`src/rtl/blam_pkg.sv`:
```
// Shared types and constants for the battery level averager.
package blam_pkg;

    // Field widths
    localparam int SAMPLE_W = 16;
    localparam int MV_W     = 13;
    localparam int PCT_W    = 7;
    localparam int MVP_W    = SAMPLE_W + MV_W;

    // Register port
    localparam int APB_DATA_W = 32;
    localparam int APB_ADDR_W = 3;

    // Register indexes, taken from address bit 2
    localparam logic REG_EMPTY_MV      = 1'b0;
    localparam logic REG_FULL_SCALE_MV = 1'b1;

    localparam logic [MV_W-1:0] EMPTY_MV_RESET      = 13'd3200;
    localparam logic [MV_W-1:0] FULL_SCALE_MV_RESET = 13'd6600;

    // Divide by 65535: q = (x + (x >> 16) + 1) >> 16
    localparam int ADC_DIV_SHIFT = 16;

    // Percentage: (mv - empty) / 10, saturating at 100
    localparam logic [PCT_W-1:0] PCT_MAX     = 7'd100;
    localparam logic [MV_W-1:0]  PCT_SAT_MV  = 13'd1000;
    localparam int               PCT_DIFF_W  = 10;
    localparam logic [7:0]       DIV10_MUL   = 8'd205;
    localparam int               DIV10_SHIFT = 11;
    localparam int               DIV10_PROD_W = PCT_DIFF_W + 8;

    // Load controls shared by every cell of the sample chain
    typedef struct packed {
        logic shift;
        logic fill;
    } t_cell_ctrl;

    // Configuration handed to the scaling pipeline
    typedef struct packed {
        logic [MV_W-1:0] empty_mv;
        logic [MV_W-1:0] full_scale_mv;
    } t_cfg;

endpackage

```
`src/rtl/battery_level_averager.sv`:
```
// Top level: register port, sample window chain and scaling pipeline.
// Each accepted sample's sum is registered, then passes the scaling stages.
// Throughput: one sample per cycle unless stalled; the chain of cells shifts
// once per sample and the running sum is updated in the same cycle.
// Reset clears the pipeline valid flags, the prefill flag and the registers to
// 3200 mV empty and 6600 mV full scale; the first sample fills every cell.
module battery_level_averager #(
    parameter int WINDOW_DEPTH = 32
) (
    input  logic                            i_clk,
    input  logic                            i_rst_n,
    input  logic                            psel,
    input  logic                            penable,
    input  logic                            pwrite,
    input  logic [blam_pkg::APB_ADDR_W-1:0] paddr,
    input  logic [blam_pkg::APB_DATA_W-1:0] pwdata,
    output logic [blam_pkg::APB_DATA_W-1:0] prdata,
    output logic                            pready,
    input  logic                            i_in_valid,
    output logic                            o_in_stall,
    input  logic [blam_pkg::SAMPLE_W-1:0]   i_adc_sample,
    output logic                            o_out_valid,
    input  logic                            i_out_stall,
    output logic [blam_pkg::SAMPLE_W-1:0]   o_window_mean,
    output logic [blam_pkg::MV_W-1:0]       o_battery_millivolts,
    output logic [blam_pkg::PCT_W-1:0]      o_charge_percent
);

    localparam int SUM_W = blam_pkg::SAMPLE_W + $clog2(WINDOW_DEPTH);

    logic [blam_pkg::MV_W-1:0] r_empty_mv;
    logic [blam_pkg::MV_W-1:0] r_full_scale_mv;
    logic                      w_reg_write;
    blam_pkg::t_cfg            w_cfg;
    logic                      w_sum_valid;
    logic                      w_sum_stall;
    logic [SUM_W-1:0]          w_sum;

    // Register port: write on the access phase, zero wait states
    assign pready      = 1'b1;
    assign w_reg_write = psel && penable && pwrite && pready;

    always_ff @(posedge i_clk) begin
        if (!i_rst_n) begin
            r_empty_mv      <= blam_pkg::EMPTY_MV_RESET;
            r_full_scale_mv <= blam_pkg::FULL_SCALE_MV_RESET;
        end else if (w_reg_write) begin
            case (paddr[2])
                blam_pkg::REG_EMPTY_MV:      r_empty_mv      <= pwdata[blam_pkg::MV_W-1:0];
                blam_pkg::REG_FULL_SCALE_MV: r_full_scale_mv <= pwdata[blam_pkg::MV_W-1:0];
                default: ;
            endcase
        end
    end

    // Read back the addressed register
    always_comb begin
        case (paddr[2])
            blam_pkg::REG_EMPTY_MV:      prdata = blam_pkg::APB_DATA_W'(r_empty_mv);
            blam_pkg::REG_FULL_SCALE_MV: prdata = blam_pkg::APB_DATA_W'(r_full_scale_mv);
            default:                     prdata = '0;
        endcase
    end

    assign w_cfg.empty_mv      = r_empty_mv;
    assign w_cfg.full_scale_mv = r_full_scale_mv;

    blam_window #(
        .WINDOW_DEPTH (WINDOW_DEPTH),
        .SUM_W        (SUM_W)
    ) u_window (
        .i_clk    (i_clk),
        .i_rst_n  (i_rst_n),
        .i_valid  (i_in_valid),
        .o_stall  (o_in_stall),
        .i_sample (i_adc_sample),
        .o_valid  (w_sum_valid),
        .i_stall  (w_sum_stall),
        .o_sum    (w_sum)
    );

    blam_scale #(
        .WINDOW_DEPTH (WINDOW_DEPTH),
        .SUM_W        (SUM_W)
    ) u_scale (
        .i_clk   (i_clk),
        .i_rst_n (i_rst_n),
        .i_cfg   (w_cfg),
        .i_valid (w_sum_valid),
        .o_stall (w_sum_stall),
        .i_sum   (w_sum),
        .o_valid (o_out_valid),
        .i_stall (i_out_stall),
        .o_mean  (o_window_mean),
        .o_mv    (o_battery_millivolts),
        .o_pct   (o_charge_percent)
    );

endmodule

```
`src/rtl/blam_cell.sv`:
```
// One sample cell of the window chain: loads its neighbor or the prefill value.
module blam_cell (
    input  logic                          i_clk,
    input  blam_pkg::t_cell_ctrl          i_ctrl,
    input  logic [blam_pkg::SAMPLE_W-1:0] i_fill_data,
    input  logic [blam_pkg::SAMPLE_W-1:0] i_prev_data,
    output logic [blam_pkg::SAMPLE_W-1:0] o_data
);

    logic [blam_pkg::SAMPLE_W-1:0] r_data;

    // Prefill on the first sample, else advance from the neighbor
    always_ff @(posedge i_clk) begin
        if (i_ctrl.fill) begin
            r_data <= i_fill_data;
        end else if (i_ctrl.shift) begin
            r_data <= i_prev_data;
        end
    end

    assign o_data = r_data;

endmodule

```
`src/rtl/blam_window.sv`:
```
// Sample window: chain of cells, prefill control and running sum.
module blam_window #(
    parameter int WINDOW_DEPTH = 32,
    parameter int SUM_W        = blam_pkg::SAMPLE_W + $clog2(WINDOW_DEPTH)
) (
    input  logic                          i_clk,
    input  logic                          i_rst_n,
    input  logic                          i_valid,
    output logic                          o_stall,
    input  logic [blam_pkg::SAMPLE_W-1:0] i_sample,
    output logic                          o_valid,
    input  logic                          i_stall,
    output logic [SUM_W-1:0]              o_sum
);

    localparam logic [SUM_W-1:0] DEPTH_K = SUM_W'(WINDOW_DEPTH);

    logic                          r_primed;
    logic                          r_valid;
    logic [SUM_W-1:0]              r_sum;
    logic [SUM_W-1:0]              n_sum;
    logic                          w_accept;
    blam_pkg::t_cell_ctrl          w_ctrl;
    logic [blam_pkg::SAMPLE_W-1:0] w_tap [WINDOW_DEPTH];

    // Hold the sum while downstream has not taken it
    assign o_stall  = r_valid && i_stall;
    assign w_accept = i_valid && !o_stall;

    assign w_ctrl.fill  = w_accept && !r_primed;
    assign w_ctrl.shift = w_accept && r_primed;

    // Row of cells, newest at the head, oldest at the tail
    for (genvar g = 0; g < WINDOW_DEPTH; g++) begin : g_cell
        if (g == 0) begin : g_head
            blam_cell u_cell (
                .i_clk       (i_clk),
                .i_ctrl      (w_ctrl),
                .i_fill_data (i_sample),
                .i_prev_data (i_sample),
                .o_data      (w_tap[g])
            );
        end else begin : g_body
            blam_cell u_cell (
                .i_clk       (i_clk),
                .i_ctrl      (w_ctrl),
                .i_fill_data (i_sample),
                .i_prev_data (w_tap[g-1]),
                .o_data      (w_tap[g])
            );
        end
    end

    // Replace the oldest sample in the sum, or seed it on prefill
    always_comb begin
        if (r_primed) begin
            n_sum = r_sum - SUM_W'(w_tap[WINDOW_DEPTH-1]) + SUM_W'(i_sample);
        end else begin
            n_sum = SUM_W'(i_sample) * DEPTH_K;
        end
    end

    always_ff @(posedge i_clk) begin
        if (!i_rst_n) begin
            r_primed <= 1'b0;
            r_valid  <= 1'b0;
            r_sum    <= '0;
        end else begin
            if (w_accept) begin
                r_primed <= 1'b1;
                r_sum    <= n_sum;
                r_valid  <= 1'b1;
            end else if (!i_stall) begin
                r_valid  <= 1'b0;
            end
        end
    end

    assign o_valid = r_valid;
    assign o_sum   = r_sum;

endmodule

```
`src/rtl/blam_scale.sv`:
```
// Scaling pipeline: mean, millivolts and charge percentage with per-stage stall.
module blam_scale #(
    parameter int WINDOW_DEPTH = 32,
    parameter int SUM_W        = blam_pkg::SAMPLE_W + $clog2(WINDOW_DEPTH)
) (
    input  logic                          i_clk,
    input  logic                          i_rst_n,
    input  blam_pkg::t_cfg                i_cfg,
    input  logic                          i_valid,
    output logic                          o_stall,
    input  logic [SUM_W-1:0]              i_sum,
    output logic                          o_valid,
    input  logic                          i_stall,
    output logic [blam_pkg::SAMPLE_W-1:0] o_mean,
    output logic [blam_pkg::MV_W-1:0]     o_mv,
    output logic [blam_pkg::PCT_W-1:0]    o_pct
);

    // floor(sum / depth) as (sum * REC_MUL) >> REC_SHIFT, exact over the sum range
    localparam int          DEPTH_W   = $clog2(WINDOW_DEPTH);
    localparam int          REC_SHIFT = SUM_W + DEPTH_W;
    localparam int          REC_W     = SUM_W + 2;
    localparam int          PROD_W    = SUM_W + REC_W;
    localparam logic [63:0] REC_FULL  =
        ((64'd1 << REC_SHIFT) + 64'(WINDOW_DEPTH) - 64'd1) / 64'(WINDOW_DEPTH);
    localparam logic [REC_W-1:0] REC_MUL = REC_FULL[REC_W-1:0];

    logic                          r_v2, r_v3, r_v4, r_v5;
    logic                          w_adv2, w_adv3, w_adv4, w_adv5;
    logic [PROD_W-1:0]             r_prod;
    logic [blam_pkg::SAMPLE_W-1:0] r_mean3, r_mean4, r_mean5;
    logic [blam_pkg::MVP_W-1:0]    r_mvp;
    logic [blam_pkg::MV_W-1:0]     r_mv4, r_mv5;
    logic [blam_pkg::PCT_W-1:0]    r_pct5;
    logic [blam_pkg::SAMPLE_W-1:0] w_mean;
    logic [blam_pkg::MVP_W:0]      w_qsum;
    logic [blam_pkg::MV_W-1:0]     w_diff;
    logic [blam_pkg::DIV10_PROD_W-1:0] w_div10;
    logic [blam_pkg::PCT_W-1:0]    w_pct;

    // Advance a stage when it is empty or the next one advances
    assign w_adv5  = !r_v5 || !i_stall;
    assign w_adv4  = !r_v4 || w_adv5;
    assign w_adv3  = !r_v3 || w_adv4;
    assign w_adv2  = !r_v2 || w_adv3;
    assign o_stall = !w_adv2;

    assign w_mean = r_prod[REC_SHIFT +: blam_pkg::SAMPLE_W];

    // Divide the millivolt product by 65535
    assign w_qsum = {1'b0, r_mvp}
                  + (blam_pkg::MVP_W + 1)'(r_mvp >> blam_pkg::ADC_DIV_SHIFT)
                  + (blam_pkg::MVP_W + 1)'(1);

    // Percentage above the empty threshold, saturated at the top
    assign w_diff  = r_mv4 - i_cfg.empty_mv;
    assign w_div10 = blam_pkg::DIV10_PROD_W'(w_diff[blam_pkg::PCT_DIFF_W-1:0])
                   * blam_pkg::DIV10_PROD_W'(blam_pkg::DIV10_MUL);

    always_comb begin
        if (r_mv4 < i_cfg.empty_mv) begin
            w_pct = '0;
        end else if (w_diff >= blam_pkg::PCT_SAT_MV) begin
            w_pct = blam_pkg::PCT_MAX;
        end else begin
            w_pct = w_div10[blam_pkg::DIV10_SHIFT +: blam_pkg::PCT_W];
        end
    end

    // Control: stage valid flags
    always_ff @(posedge i_clk) begin
        if (!i_rst_n) begin
            r_v2 <= 1'b0;
            r_v3 <= 1'b0;
            r_v4 <= 1'b0;
            r_v5 <= 1'b0;
        end else begin
            if (w_adv2) r_v2 <= i_valid;
            if (w_adv3) r_v3 <= r_v2;
            if (w_adv4) r_v4 <= r_v3;
            if (w_adv5) r_v5 <= r_v4;
        end
    end

    // Payload: reciprocal multiply, full-scale multiply, divide by 65535, percentage
    always_ff @(posedge i_clk) begin
        if (w_adv2) begin
            r_prod <= PROD_W'(i_sum) * PROD_W'(REC_MUL);
        end
        if (w_adv3) begin
            r_mean3 <= w_mean;
            r_mvp   <= blam_pkg::MVP_W'(w_mean) * blam_pkg::MVP_W'(i_cfg.full_scale_mv);
        end
        if (w_adv4) begin
            r_mean4 <= r_mean3;
            r_mv4   <= w_qsum[blam_pkg::ADC_DIV_SHIFT +: blam_pkg::MV_W];
        end
        if (w_adv5) begin
            r_mean5 <= r_mean4;
            r_mv5   <= r_mv4;
            r_pct5  <= w_pct;
        end
    end

    assign o_valid = r_v5;
    assign o_mean  = r_mean5;
    assign o_mv    = r_mv5;
    assign o_pct   = r_pct5;

endmodule

```
`config.mk`:
```
export PLATFORM = sky130hd
export DESIGN_NAME = battery_level_averager
export DESIGN_NICKNAME = d
export VERILOG_FILES = /design/src/rtl/blam_pkg.sv /design/src/rtl/battery_level_averager.sv /design/src/rtl/blam_cell.sv /design/src/rtl/blam_window.sv /design/src/rtl/blam_scale.sv
export SDC_FILE = /design/constraint.sdc
export NUM_CORES = 2
export LEC_CHECK = 0
export BUFFER_PORTS_ARGS = -buffer_cell sky130_fd_sc_hd__buf_2
export CAP_MARGIN = 15
export CORE_UTILIZATION = 57
export DETAILED_ROUTE_END_ITERATION = 6
export PLACE_DENSITY = 0.77
export RECOVER_POWER = 100
export REMOVE_ABC_BUFFERS = 1
export SYNTH_ARGS = -nofsm -noshare
export SYNTH_HDL_FRONTEND = slang
export SYNTH_SLANG_ARGS = --single-unit
```
`constraint.sdc`:
```
create_clock -name i_clk -period 19 [get_ports i_clk]
set_input_delay 1.9 -clock i_clk [delete_from_list [all_inputs] [get_ports i_clk]]
set_output_delay 1.9 -clock i_clk [all_outputs]
set_load 0.01 [all_outputs]
```
==> flow_summary.toml <==
[run_status]
status = "finished, violations left"
failed_checks = "capacitance limit, slew limit"

[finish]
antenna_cells = 0
seq_area_sq_mm = 0.0202
drive_gt1_share_pct = 4.86
final_nets = 3349
fillers = 4754
areaGrowthSynthToFinish_pct = 8.46
mostFrequentLayoutCell = "edfxtp_1"
fin_area_sq_mm = 0.0397
mostFrequentLayoutCells = "edfxtp_1 (638), a21o_1 (517), inv_1 (360)"
multiInputGateArea_sq_mm = 0.0142

[pwr]
power_mw = 6.73
power.leakage_nw = 18.5
power.density_mw_per_mm2 = 169
ir_drop_mv = 0.602

[synth]
synth_area_leader_cell = "edfxtp_1"
ys_seq_elements = 691
syn_area_sq_mm = 0.0366
syn_avg_cell_area_sq_um = 12.6
yosysSeqAreaShare_pct = 55.2
synth_edf_count = 638
synthTopCellsByArea = "edfxtp_1 (52%), a21o_1 (11%), fa_1 (10%)"
async_reset_ff_share_pct = 0
yosys_warnings = 0
ys.flop_type = "edfxtp_1"
synth.distinct_cells = 66
synth_cells = 2903
synth_top_area_share_pct = 52.3

[die]
rows = 92
initial_utilization_pct = 57.9
core-area_sq_mm = 0.0633
die_w_um = 256
num_io_pins = 129
die_h_um = 256
die_area_sq_mm = 0.0653

[sta]
period_share_pct = 56.7
finalMaxSlewViolations = 892
clock.fmax_mhz = 92.8
fin_worst_skew_ns = 0.0264
fin_crit_ns = 10.78
finalSetupViolCount = 0
relSlewSlack_pct = -208
final-hold-violation-count = 0
rsz0062_at_grt = "false"
worstMarginPinSlew_ns = 4.62

[clock_network]
postCtsSetupBuffers = 0
clockRootBuffer = "clkbuf_16"
clkLatencyLatePin_ns = 0.61
cts_tree = "done"
cts_resized = 0
clkTransAtPathRegs_ns = 0.06
cts_buffers = 72
cts_hold_buf = 0
cts_sinks = 691
cts_max_path_buffers = 3
cts.htree.levels = 3

[critical_path]
r2r_cells = 11
critPathTopFamily = "buffers and inverters"
cp_common_cell = "clkbuf_1"
crit_slowest_cell = "clkbuf_1"
reg2reg_to = "u_window.g_cell[19].g_body.u_cell.o_data[9]"
path_class = "in -> reg"
worstPathCellList = "clkbuf_1 -> and3_1 -> and2_0 -> nand3_1 -> nand2_1 -> clkbuf_1 -> inv_8 -> nand2_1 -> clkbuf_1 -> nor2_1 -> clkbuf_1 -> a21o_1"
path_max_fanout = 163
crit_buf_inv = 5
arrival_ns = 11.13
r2r-start = "u_scale.o_valid"
crit_required_ns = 19.35
max_stage_delay_ns = 2.75
crit_path_end_kind = "register"
cp-start-kind = "input pin"
r2r_setup_slack_ns = 9.27

[route]
ant_nets = 0
drcViolationCount = 0
num_vias = 21100
wl_per_cell_um = 16.8
firstDrtPassIters = 5
drt-initial-drc-count = 1579
routed_wl_mm = 64.4
vias_per_cell = 5.51

[place]
routabilityCongestion = 0.910
portBuffers = 87
place_hpwl_mm = 42.6
place_area_sq_mm = 0.0375

[min_path]
hp-class = "reg -> reg"
hold_end = "u_scale.o_mean[8]"
worstHoldStart = "u_scale.r_mean4[8]"
whs_path_depth = 0

[grt]
gr-total-overflow = 0
grt_max_degree = 164
antenna_found_initial = 1
grt_pass1_wl_mm = 106
grt_pass1_vias = 21300
grt_usage_pct = 19.9

[job]
drv_cap = 12
kinds of logic after synthesis:
kind of cell / Yosys count / share of synthesized area, %
compound gates: 745 / 14.5
flops: 691 / 55.2
buf+inv: 545 / 6.05
simple gates: 484 / 6.25
fa+ha+maj: 360 / 16.1
xor+xnor: 64 / 1.53
mux: 12 / 0.331
other cells: 2 / 0.0205
power by group:
part | leakage [nW] | switching, mW | internal (mW)
registers | 6.95 | 0.100 | 1.91
logic | 10.4 | 1.89 | 1.44
clock network | 1.14 | 0.581 | 0.814
total | 18.5 | 2.57 | 4.16
worst reg2reg max path: cells and delay by family, from the launching register on:
kind                   cells  cell delay (ns)
buffers and inverters      4             4.76
AO/OA/AOI/OAI              1             0.30
AND/OR/NAND/NOR            6             4.05
flip-flops                 1             0.36
per-stage QoR:
step,setup WS (ns),utilization [%],hold WS [ns],std cells,setup TNS (ns)
after floorplan,-6.79,-,0.400,2738,-3290.29
after global placement,12.56,59.3,0.402,3687,0
after detailed placement,12.35,59.3,0.405,3688,0
after CTS,12.96,63.0,0.420,3817,0
after global routing,7.10,62.8,0.423,3832,0
final,8.22,62.8,0.418,3832,0
registers in the layout (all words and copies together), names as in the netlist, 16 cells and up:
register	flops
u_scale.o_mean	16
u_window.g_cell.g_head.u_cell.o_data	16
u_window.g_cell.g_body.u_cell.o_data	496
u_window.o_sum	21
u_scale.r_prod	16
u_scale.r_mean4	16
u_scale.r_mvp	29
u_scale.r_mean3	16
metal layers:
layer / vias up / part of all wire, % / wire length (um) / track usage (%)
li1: 10000 / - / - / -
met1: 10600 / 44 / 28300 / 26.4
met2: 423 / 50 / 32100 / 33.8
met3: 82 / 4.4 / 2840 / 3.18
met4: 2 / 1.8 / 1160 / 5.90
met5: - / 0.020 / 13 / 0
final cells by class:
type                       count  share of cell area, %
clock buffer                  86                   4.77
clock inverter                43                   1.18
inverter                     362                   3.44
multi-input combinational   1685                   35.8
sequential                   691                   50.9
tap                          846                   2.66
timing repair buffer         119                   1.29
worst max-delay path by stage:
stage | from | endpoint | slack, ns | cells past startpoint
floorplan | i_out_stall | u_window.g_cell[10].g_body.u_cell.o_data[10] | -6.79 | 8
global placement | i_out_stall | u_window.g_cell[21].g_body.u_cell.o_data[9] | 12.56 | 11
detailed placement | i_out_stall | u_window.g_cell[24].g_body.u_cell.o_data[1] | 12.35 | 11
CTS | i_out_stall | u_window.g_cell[23].g_body.u_cell.o_data[1] | 12.96 | 11
global route | i_out_stall | u_window.g_cell[25].g_body.u_cell.o_data[13] | 7.10 | 12
finish | i_out_stall | u_window.g_cell[19].g_body.u_cell.o_data[9] | 8.22 | 12
synth_stat cells (2+ instances only):
library cell,instances
o21a_1,16
nand3b_1,2
inv_1,360
dfxtp_1,53
or3_1,2
edfxtp_1,638
nand2b_1,8
o31a_1,2
and3_1,10
o211ai_1,7
o21ai_0,50
a211oi_1,11
nand4_1,9
a21o_2,2
o21ai_1,2
fa_1,188
clkbuf_1,75
nor2_1,73
conb_1,2
ha_1,172
a21o_1,517
nand2_1,214
a31oi_1,11
a21oi_1,91
o31ai_1,2
xor2_1,21
o211a_1,3
buf_1,11
and2_1,107
or2_2,2
o21bai_1,7
mux2i_1,11
buf_2,77
nor3b_1,3
o221ai_1,2
nand3_1,30
nor3_1,14
a311oi_1,2
xnor2_1,43
nor2b_1,5
inv_2,2
buf_4,20
a211o_1,3
Note: power is estimated with default switching activity, not from simulation.
